## src/sv/sha256_pkg.sv

```systemverilog
package sha256_pkg;

    localparam int unsigned NUM_ROUNDS = 64;
    localparam int unsigned NUM_WORDS  = 8;
    localparam int unsigned W_BYTES    = 64;
    localparam int unsigned LEN_OFFSET = 56;

    typedef logic [31:0] t_word;

    typedef enum logic {
        KIND_ABSORB = 1'b0,
        KIND_FINISH = 1'b1
    } t_kind;

    typedef struct packed {
        logic  kind;
        logic [7:0] data_byte;
    } t_in_item;

    typedef struct packed {
        t_word      digest_word;
        logic [2:0] word_index;
        logic       last;
    } t_out_item;

    typedef struct packed {
        logic start;
        logic busy;
        logic done;
    } t_core_ctl;

    function automatic t_word round_k(input logic [5:0] idx);
        t_word k;
        unique case (idx)
            6'd0: k = 32'h428a2f98; 6'd1: k = 32'h71374491; 6'd2: k = 32'hb5c0fbcf;
            6'd3: k = 32'he9b5dba5; 6'd4: k = 32'h3956c25b; 6'd5: k = 32'h59f111f1;
            6'd6: k = 32'h923f82a4; 6'd7: k = 32'hab1c5ed5; 6'd8: k = 32'hd807aa98;
            6'd9: k = 32'h12835b01; 6'd10: k = 32'h243185be; 6'd11: k = 32'h550c7dc3;
            6'd12: k = 32'h72be5d74; 6'd13: k = 32'h80deb1fe; 6'd14: k = 32'h9bdc06a7;
            6'd15: k = 32'hc19bf174; 6'd16: k = 32'he49b69c1; 6'd17: k = 32'hefbe4786;
            6'd18: k = 32'h0fc19dc6; 6'd19: k = 32'h240ca1cc; 6'd20: k = 32'h2de92c6f;
            6'd21: k = 32'h4a7484aa; 6'd22: k = 32'h5cb0a9dc; 6'd23: k = 32'h76f988da;
            6'd24: k = 32'h983e5152; 6'd25: k = 32'ha831c66d; 6'd26: k = 32'hb00327c8;
            6'd27: k = 32'hbf597fc7; 6'd28: k = 32'hc6e00bf3; 6'd29: k = 32'hd5a79147;
            6'd30: k = 32'h06ca6351; 6'd31: k = 32'h14292967; 6'd32: k = 32'h27b70a85;
            6'd33: k = 32'h2e1b2138; 6'd34: k = 32'h4d2c6dfc; 6'd35: k = 32'h53380d13;
            6'd36: k = 32'h650a7354; 6'd37: k = 32'h766a0abb; 6'd38: k = 32'h81c2c92e;
            6'd39: k = 32'h92722c85; 6'd40: k = 32'ha2bfe8a1; 6'd41: k = 32'ha81a664b;
            6'd42: k = 32'hc24b8b70; 6'd43: k = 32'hc76c51a3; 6'd44: k = 32'hd192e819;
            6'd45: k = 32'hd6990624; 6'd46: k = 32'hf40e3585; 6'd47: k = 32'h106aa070;
            6'd48: k = 32'h19a4c116; 6'd49: k = 32'h1e376c08; 6'd50: k = 32'h2748774c;
            6'd51: k = 32'h34b0bcb5; 6'd52: k = 32'h391c0cb3; 6'd53: k = 32'h4ed8aa4a;
            6'd54: k = 32'h5b9cca4f; 6'd55: k = 32'h682e6ff3; 6'd56: k = 32'h748f82ee;
            6'd57: k = 32'h78a5636f; 6'd58: k = 32'h84c87814; 6'd59: k = 32'h8cc70208;
            6'd60: k = 32'h90befffa; 6'd61: k = 32'ha4506ceb; 6'd62: k = 32'hbef9a3f7;
            default: k = 32'hc67178f2;
        endcase
        return k;
    endfunction

    function automatic t_word init_hash(input logic variant, input logic [2:0] idx);
        t_word h;
        unique case ({variant, idx})
            4'h0: h = 32'h6a09e667; 4'h1: h = 32'hbb67ae85; 4'h2: h = 32'h3c6ef372;
            4'h3: h = 32'ha54ff53a; 4'h4: h = 32'h510e527f; 4'h5: h = 32'h9b05688c;
            4'h6: h = 32'h1f83d9ab; 4'h7: h = 32'h5be0cd19; 4'h8: h = 32'hc1059ed8;
            4'h9: h = 32'h367cd507; 4'ha: h = 32'h3070dd17; 4'hb: h = 32'hf70e5939;
            4'hc: h = 32'hffc00b31; 4'hd: h = 32'h68581511; 4'he: h = 32'h64f98fa7;
            default: h = 32'hbefa4fa4;
        endcase
        return h;
    endfunction

    function automatic t_word rotr(input t_word x, input int unsigned n);
        return (x >> n) | (x << (32 - n));
    endfunction

endpackage

```

## src/sv/sha256_if.sv

```systemverilog
interface sha256_in_if;
    import sha256_pkg::*;
    logic     valid;
    logic     ready;
    t_in_item payload;
    modport source (output valid, output payload, input ready);
    modport sink   (input valid, input payload, output ready);
endinterface

interface sha256_out_if;
    import sha256_pkg::*;
    logic      valid;
    logic      ready;
    t_out_item payload;
    modport source (output valid, output payload, input ready);
    modport sink   (input valid, input payload, output ready);
endinterface

```

## src/sv/sha256_round.sv

```systemverilog
module sha256_round (
    input  logic                  i_clk,
    input  logic                  i_rst_n,
    input  sha256_pkg::t_core_ctl i_ctl,
    input  sha256_pkg::t_word     i_wr_word,
    input  logic [3:0]            i_wr_idx,
    input  logic                  i_wr_en,
    input  sha256_pkg::t_word     i_chain [8],
    output sha256_pkg::t_word     o_sum [8],
    output logic                  o_done
);
    import sha256_pkg::*;

    t_word      r_w [16];
    t_word      r_v [8];
    logic [5:0] r_round;
    logic       r_run;
    logic       r_done;

    t_word s0, s1, w_new, w_cur, t1, t2, e_s, a_s, ch, mj;

    always_comb begin
        s0    = rotr(r_w[1], 7) ^ rotr(r_w[1], 18) ^ (r_w[1] >> 3);
        s1    = rotr(r_w[14], 17) ^ rotr(r_w[14], 19) ^ (r_w[14] >> 10);
        w_new = s1 + r_w[9] + s0 + r_w[0];
        w_cur = r_w[0];
        e_s   = rotr(r_v[4], 6) ^ rotr(r_v[4], 11) ^ rotr(r_v[4], 25);
        ch    = (r_v[4] & r_v[5]) ^ (~r_v[4] & r_v[6]);
        a_s   = rotr(r_v[0], 2) ^ rotr(r_v[0], 13) ^ rotr(r_v[0], 22);
        mj    = (r_v[0] & r_v[1]) ^ (r_v[0] & r_v[2]) ^ (r_v[1] & r_v[2]);
        t1    = r_v[7] + e_s + ch + round_k(r_round) + w_cur;
        t2    = a_s + mj;
    end

    always_ff @(posedge i_clk) begin
        if (!i_rst_n) begin
            r_run   <= 1'b0;
            r_done  <= 1'b0;
            r_round <= '0;
        end else begin
            r_done <= 1'b0;
            if (i_ctl.start) begin
                r_run   <= 1'b1;
                r_round <= '0;
            end else if (r_run) begin
                r_round <= r_round + 6'd1;
                if (r_round == 6'(NUM_ROUNDS - 1)) begin
                    r_run  <= 1'b0;
                    r_done <= 1'b1;
                end
            end
        end
    end

    always_ff @(posedge i_clk) begin
        if (i_wr_en) begin
            r_w[i_wr_idx] <= i_wr_word;
        end else if (r_run) begin
            for (int i = 0; i < 15; i++) r_w[i] <= r_w[i+1];
            r_w[15] <= w_new;
        end
        if (i_ctl.start) begin
            for (int i = 0; i < 8; i++) r_v[i] <= i_chain[i];
        end else if (r_run) begin
            r_v[7] <= r_v[6]; r_v[6] <= r_v[5]; r_v[5] <= r_v[4];
            r_v[4] <= r_v[3] + t1;
            r_v[3] <= r_v[2]; r_v[2] <= r_v[1]; r_v[1] <= r_v[0];
            r_v[0] <= t1 + t2;
        end
    end

    always_comb begin
        for (int i = 0; i < 8; i++) o_sum[i] = i_chain[i] + r_v[i];
    end
    assign o_done = r_done;

    a_done_after_last: assert property (@(posedge i_clk) disable iff (!i_rst_n)
        (r_run && r_round == 6'd63 && !i_ctl.start) |=> r_done)
        else $error("done missing after last round");
    a_no_start_while_run: assert property (@(posedge i_clk) disable iff (!i_rst_n)
        r_run |-> !i_ctl.start)
        else $error("start while running");
    a_done_idle: assert property (@(posedge i_clk) disable iff (!i_rst_n)
        r_done |-> !r_run)
        else $error("done while running");
endmodule

```

## src/sv/sha256_hash_engine_top.sv

```systemverilog
// Channel | Dir | Payload                           | Handshake
// in      | in  | kind, data_byte                   | valid/ready
// out     | out | digest_word, word_index, last     | valid/ready
// cfg     | in  | variant                           | i_cfg_we, no wait
// An absorb transaction is taken while idle; the 64th byte of a block starts the
// shared round unit (one round per cycle, then chain update).
// A finish transaction pads one byte per cycle up to byte 55, writes the length as two
// words and runs one compression; a 0x80 past byte 55 first pads out and compresses an
// extra block. Then 7 or 8 words out, one per accepted cycle.
// Reset is synchronous, active low, and loads the SHA-256 initial value.
// Input ready is low while padding, compressing or delivering words; output stalls hold.
module sha256_hash_engine_top (
    input  logic i_clk,
    input  logic i_rst_n,
    input  logic i_cfg_we,
    input  logic i_cfg_wdata,
    sha256_in_if.sink    in_if,
    sha256_out_if.source out_if
);
    import sha256_pkg::*;

    typedef enum logic [2:0] {
        ST_IDLE, ST_PAD, ST_LEN, ST_RUN, ST_UPD, ST_OUT
    } t_state;

    t_state     r_state;
    t_word      r_chain [8];
    logic [5:0] r_fill;
    logic [60:0] r_bytes;
    logic       r_variant;
    logic       r_fin;
    logic       r_second;
    logic [2:0] r_oidx;
    logic [3:0] r_widx;
    t_word      r_acc;

    t_core_ctl  ctl;
    t_word      sum [8];
    logic       done;
    t_word      wr_word;
    logic       wr_en;
    logic [63:0] bit_len;

    assign bit_len = {r_bytes, 3'b000};
    assign in_if.ready = (r_state == ST_IDLE);

    sha256_round u_round (
        .i_clk(i_clk), .i_rst_n(i_rst_n), .i_ctl(ctl),
        .i_wr_word(wr_word), .i_wr_idx(r_widx), .i_wr_en(wr_en),
        .i_chain(r_chain), .o_sum(sum), .o_done(done)
    );

    logic acc_in;
    logic [7:0] pad_byte;
    assign acc_in = in_if.valid && in_if.ready;

    always_comb begin
        pad_byte = 8'h00;
        if (r_state == ST_IDLE) pad_byte = in_if.payload.data_byte;
        else if (r_state == ST_PAD && r_fin) pad_byte = 8'h80;
        wr_word = {r_acc[23:0], pad_byte};
        wr_en   = 1'b0;
        if (r_fill[1:0] == 2'd3) begin
            if (r_state == ST_IDLE) wr_en = acc_in && in_if.payload.kind == KIND_ABSORB;
            if (r_state == ST_PAD)  wr_en = 1'b1;
        end
        if (r_state == ST_LEN) begin
            wr_en   = 1'b1;
            wr_word = r_fill[2] ? bit_len[31:0] : bit_len[63:32];
        end
        ctl.start = (r_state == ST_LEN && r_fill[2]) ||
                    (r_state == ST_PAD && r_fill == 6'd63) ||
                    (r_state == ST_IDLE && wr_en && r_fill == 6'd63);
        ctl.busy  = (r_state == ST_RUN);
        ctl.done  = done;
    end

    always_ff @(posedge i_clk) begin
        if (!i_rst_n) begin
            r_state   <= ST_IDLE;
            r_fill    <= '0;
            r_widx    <= '0;
            r_bytes   <= '0;
            r_variant <= 1'b0;
            r_fin     <= 1'b0;
            r_second  <= 1'b0;
            r_oidx    <= '0;
            out_if.valid <= 1'b0;
            for (int i = 0; i < 8; i++) r_chain[i] <= init_hash(1'b0, 3'(i));
        end else begin
            if (r_state == ST_PAD || (acc_in && in_if.payload.kind == KIND_ABSORB)) begin
                r_acc <= wr_word;
            end
            if (r_state == ST_LEN || wr_en) r_widx <= r_widx + 4'd1;
            unique case (r_state)
                ST_IDLE: begin
                    if (i_cfg_we) begin
                        r_variant <= i_cfg_wdata;
                        r_fill    <= '0;
                        r_widx    <= '0;
                        r_bytes   <= '0;
                        for (int i = 0; i < 8; i++) r_chain[i] <= init_hash(i_cfg_wdata, 3'(i));
                    end else if (acc_in) begin
                        if (in_if.payload.kind == KIND_ABSORB) begin
                            r_fill  <= r_fill + 6'd1;
                            r_bytes <= r_bytes + 61'd1;
                            if (r_fill == 6'd63) r_state <= ST_RUN;
                        end else begin
                            r_fin    <= 1'b1;
                            r_second <= 1'b0;
                            r_state  <= ST_PAD;
                        end
                    end
                end
                ST_PAD: begin
                    r_fin  <= 1'b0;
                    r_fill <= r_fill + 6'd1;
                    if (r_fill == 6'd63) r_state <= ST_RUN;
                    else if (r_fill == 6'(LEN_OFFSET - 1)) r_state <= ST_LEN;
                end
                ST_LEN: begin
                    r_fill <= r_fill + 6'd4;
                    if (r_fill[2]) begin
                        r_second <= 1'b1;
                        r_state  <= ST_RUN;
                    end
                end
                ST_RUN: begin
                    if (done) r_state <= ST_UPD;
                end
                ST_UPD: begin
                    for (int i = 0; i < 8; i++) r_chain[i] <= sum[i];
                    r_fill <= '0;
                    r_widx <= '0;
                    if (r_second) begin
                        r_state <= ST_OUT;
                        r_oidx  <= '0;
                        out_if.valid <= 1'b1;
                    end else if (r_fin) begin
                        r_fin   <= 1'b0;
                        r_state <= ST_PAD;
                    end else begin
                        r_state <= ST_IDLE;
                    end
                end
                ST_OUT: begin
                    if (out_if.ready) begin
                        r_oidx <= r_oidx + 3'd1;
                        if (out_if.payload.last) begin
                            out_if.valid <= 1'b0;
                            r_state <= ST_IDLE;
                            r_bytes <= '0;
                            r_second <= 1'b0;
                            for (int i = 0; i < 8; i++) r_chain[i] <= init_hash(r_variant, 3'(i));
                        end
                    end
                end
                default: r_state <= ST_IDLE;
            endcase
            if (r_state == ST_PAD && r_fill == 6'd63) r_fin <= 1'b1;
        end
    end

    always_comb begin
        out_if.payload.digest_word = r_chain[r_oidx];
        out_if.payload.word_index  = r_oidx;
        out_if.payload.last        = (r_oidx == (r_variant ? 3'd6 : 3'd7));
    end

    a_ready_idle: assert property (@(posedge i_clk) disable iff (!i_rst_n)
        out_if.valid |-> !in_if.ready)
        else $error("input open while delivering");
    a_start_once: assert property (@(posedge i_clk) disable iff (!i_rst_n)
        ctl.start |=> r_state == ST_RUN)
        else $error("compression not running after start");
    a_out_order: assert property (@(posedge i_clk) disable iff (!i_rst_n)
        (out_if.valid && out_if.ready && !out_if.payload.last) |=>
        r_oidx == $past(r_oidx) + 3'd1)
        else $error("word index skipped");
endmodule

```

## src/flat_wrapper.sv

```systemverilog
// flat-port wrapper written by rule: the top's interface ports become plain ports
module sha256_hash_engine_top_flat import sha256_pkg::*;
  (i_clk, i_rst_n, i_cfg_we, i_cfg_wdata, in_if_valid, in_if_payload, in_if_ready, out_if_valid, out_if_payload, out_if_ready);
  sha256_in_if in_if_i ();
  sha256_out_if out_if_i ();
  input  logic i_clk;
  input  logic i_rst_n;
  input  logic i_cfg_we;
  input  logic i_cfg_wdata;
  input wire logic [$bits(in_if_i.valid)-1:0] in_if_valid;
  input wire logic [$bits(in_if_i.payload)-1:0] in_if_payload;
  output wire logic [$bits(in_if_i.ready)-1:0] in_if_ready;
  output wire logic [$bits(out_if_i.valid)-1:0] out_if_valid;
  output wire logic [$bits(out_if_i.payload)-1:0] out_if_payload;
  input wire logic [$bits(out_if_i.ready)-1:0] out_if_ready;
  assign in_if_i.valid = in_if_valid;
  assign in_if_i.payload = in_if_payload;
  assign in_if_ready = in_if_i.ready;
  assign out_if_valid = out_if_i.valid;
  assign out_if_payload = out_if_i.payload;
  assign out_if_i.ready = out_if_ready;
  sha256_hash_engine_top u_core (.i_clk(i_clk), .i_rst_n(i_rst_n), .i_cfg_we(i_cfg_we), .i_cfg_wdata(i_cfg_wdata), .in_if(in_if_i), .out_if(out_if_i));
endmodule
```

## config.mk

```make
export PLATFORM = sky130hd
export DESIGN_NAME = sha256_hash_engine_top_flat
export DESIGN_NICKNAME = d
export VERILOG_FILES = /design/src/sv/sha256_pkg.sv /design/src/sv/sha256_if.sv /design/src/sv/sha256_round.sv /design/src/sv/sha256_hash_engine_top.sv /design/src/flat_wrapper.sv
export SDC_FILE = /design/constraint.sdc
export NUM_CORES = 2
export LEC_CHECK = 0
export BUFFER_PORTS_ARGS = -buffer_cell sky130_fd_sc_hd__buf_2
export CAP_MARGIN = 20
export CORE_MARGIN = 4
export CORE_UTILIZATION = 58
export CTS_CLUSTER_DIAMETER = 200
export DETAILED_ROUTE_END_ITERATION = 8
export PLACE_DENSITY = 0.74
export SYNTH_ARGS = -nofsm -noshare
export SYNTH_HDL_FRONTEND = slang
export SYNTH_SLANG_ARGS = --single-unit
```

## constraint.sdc

```tcl
create_clock -name i_clk -period 10.1 [get_ports i_clk]
set_input_delay 0 -clock i_clk [delete_from_list [all_inputs] [get_ports i_clk]]
set_output_delay 0 -clock i_clk [all_outputs]
set_load 0.05 [all_outputs]
```

# ---- After elaboration in Yosys (flattened, before gate mapping)
# Memories as Yosys holds them, arrays and structs flattened. A register that Yosys moved wholly into a read port is not among the register bits.
# Index checks and enable logic that the tools add are counted.
dict set report totals {
  mem_bits_ro 2048
  ram_bits 768
  regBits 369
  out_inout_bits 38
  elab_cells 250
  mem_count 3
  in_bits 15
}
# memory words word_bits read_ports rd_clocked_by_memory_dff write_ports line_no
set memory_table {}
lappend memory_table {{(no name shown)} 64 32 1 1 0 sha256_pkg.sv:34} ;# unique case (idx)
lappend memory_table {u_core.u_round.r_w 16 32 16 0 16 sha256_round.sv:14} ;# t_word r_w [16];
lappend memory_table {u_core.u_round.r_v 8 32 8 0 8 sha256_round.sv:15} ;# t_word r_v [8];
dict set report op_classes {
  reduce_logical 31
  bitwise_logic 41
  order_cmp 1
  n_addsub 24
  mux 102
  n_eq_ne 27
}
# operator n
set op_table {}
lappend op_table {{case mux 32 bit (2 select lines)} 14}
lappend op_table {{two-way mux 256 bit} 3}
lappend op_table {{case mux 256 bit (3 select lines)} 1}
lappend op_table {{adder 32 bit} 18}
lappend op_table {{two-way mux 32 bit} 15}
lappend op_table {{two-way mux 61 bit} 5}
lappend op_table {{bitwise XOR 32 bit} 9}
lappend op_table {{bitwise AND 32 bit} 5}
lappend op_table {{case mux 61 bit (2 select lines)} 1}
lappend op_table {{binary-select mux 32 bit (select 3 bit)} 1}
lappend op_table {{adder 61 x 1 -> 61 bit (second input constant)} 1}
lappend op_table {{two-way mux 3 bit} 13}
lappend op_table {{two-way mux 1 bit} 32}
lappend op_table {{NOT 32 bit} 1}
lappend op_table {{bitwise OR 10 x 32 -> 32 bit} 1}
lappend op_table {{bitwise OR 13 x 32 -> 32 bit} 1}
lappend op_table {{bitwise OR 14 x 32 -> 32 bit} 1}
lappend op_table {{bitwise OR 15 x 32 -> 32 bit} 1}
lappend op_table {{bitwise OR 19 x 32 -> 32 bit} 1}
lappend op_table {{bitwise OR 21 x 32 -> 32 bit} 1}
lappend op_table {{bitwise OR 25 x 32 -> 32 bit} 1}
lappend op_table {{bitwise OR 26 x 32 -> 32 bit} 1}
lappend op_table {{bitwise OR 30 x 32 -> 32 bit} 1}
lappend op_table {{bitwise OR 7 x 32 -> 32 bit} 1}
lappend op_table {{44 further kinds} 97}

# ---- Longest topological paths before layout
dict set report logic_depth {
  depth_word 13
  mapped_depth 35
  depth_no_buf 34
}

# ---- Cells and area by module
# Synthesis repeated with hierarchy kept, for this count alone.
dict set report hier_totals {
  hier_cells 7789
  area_unflattened_um2 75989.1
}
# module area_per_inst_um2 seq_area_each_um2 instances cells_each
set modules_own_cells {}
lappend modules_own_cells {sha256_round 59793.6 23862.9 1 6111}
lappend modules_own_cells {sha256_hash_engine_top 16195.5 7467.2 1 1678}

# ---- Worst setup path after synthesis
# Ideal clock, no wire load.
dict set report synth_timing {
  kind {flip-flop to flip-flop}
  startpoint {mem u_core.u_round.r_v[1][1] (netlist bit)}
  endpoint {mem u_core.u_round.r_v[0][31] (netlist bit), data pin}
  path_buffers 1
  required_time_ps 9842
  synth_period_minus_slack_ps 7219
  path_stages_with_launch 34
  setup_slack_ps 2881
  arrival_ps 6961
  setup_ps 258
  cell_sequence {edfxtp_1 clkbuf_1 mux2_2 fa_1 inv_1 fa_1 fa_1 inv_1 ha_1 fa_1 a211oi_1 o21ai_0 nand2_1 o21a_1 o21bai_1 a21oi_1 o21bai_1 a21oi_1 xnor2_1 inv_1 fa_1 inv_1 ha_1 o21a_1 o211ai_1 o21ai_0 a21oi_1 o21a_1 a31oi_1 o21ai_0 o2111ai_1 a21oi_1 xnor2_1 o21ai_1}
}
# item line_no
set synth_lines {}
lappend synth_lines {{start, declared} sha256_round.sv:15}

==> results_dict.tcl <==
set metrics [dict create \
    core_area_mm2 0.128 \
    startpoint_type "flop" \
    synthXorXnorAreaFrac_pct 7.11 \
    wl_mm 244 \
    yosysWarnings 0 \
    ant_nets 0 \
    ys_seq_area_share_pct 41.6 \
    hold_violations 0 \
    post_drt_via_cell_ratio 6.55 \
    rsz0062_at_grt "false" \
    crit_slowest_cell "edfxtp_1" \
    pre_cts_ws_ps 1870 \
    path_max_fanout 6 \
    synth_fa_ha_area_share_pct 11.8 \
    ys_ff_latch 1169 \
    clockBufferDepth 3 \
    synth_top_area_share_pct 31.6 \
    synthesis.nets 7893 \
    ioPinCount 53 \
    clockRootBuffer "clkbuf_16" \
    max_freq_mhz 119 \
    crit_required_ps 10610 \
    clock_latency_ps 800 \
    dp_hpwl_mm 176 \
    grt_max_degree 177 \
    vias 58900 \
    max_stage_delay_ps 620 \
    end_kind "flop" \
    gr-usage-met3_pct 5.65 \
    syn_inst 7285 \
    synth.distinct_cells 99 \
    synth-compound-area-share_pct 20.6 \
    use_met2_pct 58.5 \
    num-fill-cells 10300 \
    cts_made_buffers 133 \
    synthSimpleGateAreaFrac_pct 8.66 \
    grt_pass1_wl_mm 362 \
    grt_pass1_vias 57300 \
    met1_usage_pct 44.5 \
    synthMuxAreaShare_pct 6.35 \
    crit_type "reg -> reg" \
    top_usage_layer "met2" \
    die_area_mm2 0.136 \
    final-setup-viol-count 0 \
    synth_top_family_by_area "compound AO/OA/AOI/OAI gates" \
    globalRouteTotalUtil_pct 35.2 \
    drv_slew 0 \
    vdd_ir_drop_max_mv 0.169 \
    drc_errors 0 \
    synth_area_leader_cell "edfxtp_1" \
    synth_area_leaders "edfxtp_1, dfxtp_1, a21o_1" \
    start_util_pct 58.7 \
    port_buffers 52 \
    hold_path.class "in -> reg" \
    cts_setup_buffers 0 \
    worst_pin_slew_ps 1120 \
    cts_tree "built" \
    final_util_pct 63.7 \
    grt_overflow 0 \
    syn_to_final_growth_pct 8.44 \
    nets 7756 \
    fin_crit_sh_pct 83.1 \
    power_density_mw_per_mm2 172 \
    worst_slew_margin_rel_pct 25.2 \
    yosysMostFrequentCell "edfxtp_1" \
    p_total_w 0.0140 \
    place_congestion 0.993 \
    worst_ep_arrival_time_ps 8900 \
    syn-cell-area_mm2 0.0753 \
    syn_area_per_cell_um2 10.3 \
    fp.dieH_um 368 \
    path_common_cell "fa_1" \
    wl_per_cell_um 27.1 \
    htree_levels 4 \
    yosys_most_used_dff "edfxtp_1" \
    skew_ps 34.6 \
    period_needed_ps 8390 \
    synthTopCellsByCount "edfxtp_1, a21o_1, a21oi_1" \
    numClockSinks 1169 \
    cts.clk_slew.worst_paths_ps 60 \
    fin_ws_ps 1710 \
    first_pass_iters 6 \
    first_iter_violations 6474 \
    drive_gt1_share_pct 10.3 \
    max_cap_violations 0 \
    synth_edf_count 792 \
    status "completed" \
    antenna_found_initial 5 \
    cellLeakagePower_nw 32.9 \
    dieWidth_um 368 \
    rows 131 \
    setup_tns_ps 0 \
    async_flop_share_pct 0 \
]
==> per-stage QoR <==
step | cell area [um2] | hold WS (ps) | std cells
6_report | 81600 | 199 | 8989
5_1_grt | 81600 | 197 | 8987
4_1_cts | 81600 | 124 | 8985
3_5_place_dp | 77100 | 298 | 8724
3_3_place_gp | 77100 | 291 | 8724
2_1_floorplan | 75300 | 147 | 7285
==> power breakdown <==
group          leakage (nW)  switching [W]  internal [W]
combinational          20.7        0.00223       0.00153
clock                  2.07        0.00211       0.00270
sequential             10.2       0.000145       0.00530
==> per-layer routing <==
metal,wire length [um],part of all wire (%)
met4,15000,6.1
met2,115000,47
met1,93500,38
met3,20000,8.2
met5,36,0.015
==> kinds of logic (layout without fill, tap and decap cells) <==
group	count (synthesis)	count (layout)
adders and majority gates	596	596
AOI/OAI and AO/OA	2379	2379
DFF	1169	1169
buffers and inverters	750	721
xor gates and xnor gates	610	610
muxes	365	365
and+or+nand+nor	1416	1416
other	0	4
==> worst max-delay path: cells and delay by family (launching register included) <==
family | cells | cell delay [ps]
AOI/OAI and AO/OA | 17 | 3260
adders and majority gates | 7 | 2900
xor gates and xnor gates | 4 | 890
DFF | 1 | 620
buffers and inverters | 4 | 250
and+or+nand+nor | 1 | 160
==> layout by cell type (no fill, tap or decap), types with 109 or more instances in the layout <==
master     Yosys  routed
fa_1         195     195
o21ai_0      503     487
nand3_1      109     109
clkbuf_16      0     136
ha_1         398     398
inv_1        314     313
a21o_1       725     725
xnor2_1      390     388
nand2_1      481     476
dfxtp_1      377     373
xor2_1       219     218
nor2_1       402     398
mux2_2       257     257
edfxtp_1     792     792
a21oi_1      519     518
==> layout make-up <==
type | count | area, um2 | area share [%]
multi-input cells | 5366 | 41400 | 50.7
flip-flops and latches | 1169 | 31300 | 38.4
clock buffers | 197 | 3760 | 4.61
well taps | 1729 | 2160 | 2.65
inverters | 318 | 1200 | 1.47
repair buffers | 160 | 1180 | 1.45
clock inverters | 46 | 553 | 0.678
diodes | 4 | 10.0 | 0.0123
==> sequential cells by signal (all words and copies together) (netlist names), 3 cells and up, named ones only <==
signal                  flops
u_core.r_oidx               3
u_core.r_bytes             61
u_core.u_round.r_round      6
u_core.r_chain            256
u_core.r_state              3
u_core.r_acc               24
u_core.u_round.r_v        256
u_core.u_round.r_w        512
u_core.r_widx               4
u_core.r_fill               6
==> timing repair <==
item,in CTS,in global routing
gates resized for setup,0,0
hold buffers,18,0
hold endpoints to repair,111,0
==> path summary, 6_finish.rpt <==
check / from / endpoint / slack (ps) / depth (start not counted)
min reg2reg: u_core.u_round.r_round[5] / u_core.u_round.o_done / 470 / 2
min: in_if_payload[3] / u_core.r_acc[3] / 200 / 4
max reg2reg: u_core.u_round.r_v[1][26] / u_core.u_round.r_v[0][31] / 1710 / 33
max: u_core.u_round.r_v[1][26] / u_core.u_round.r_v[0][31] / 1710 / 33
No activity file was read; power rests on OpenSTA's default activity.
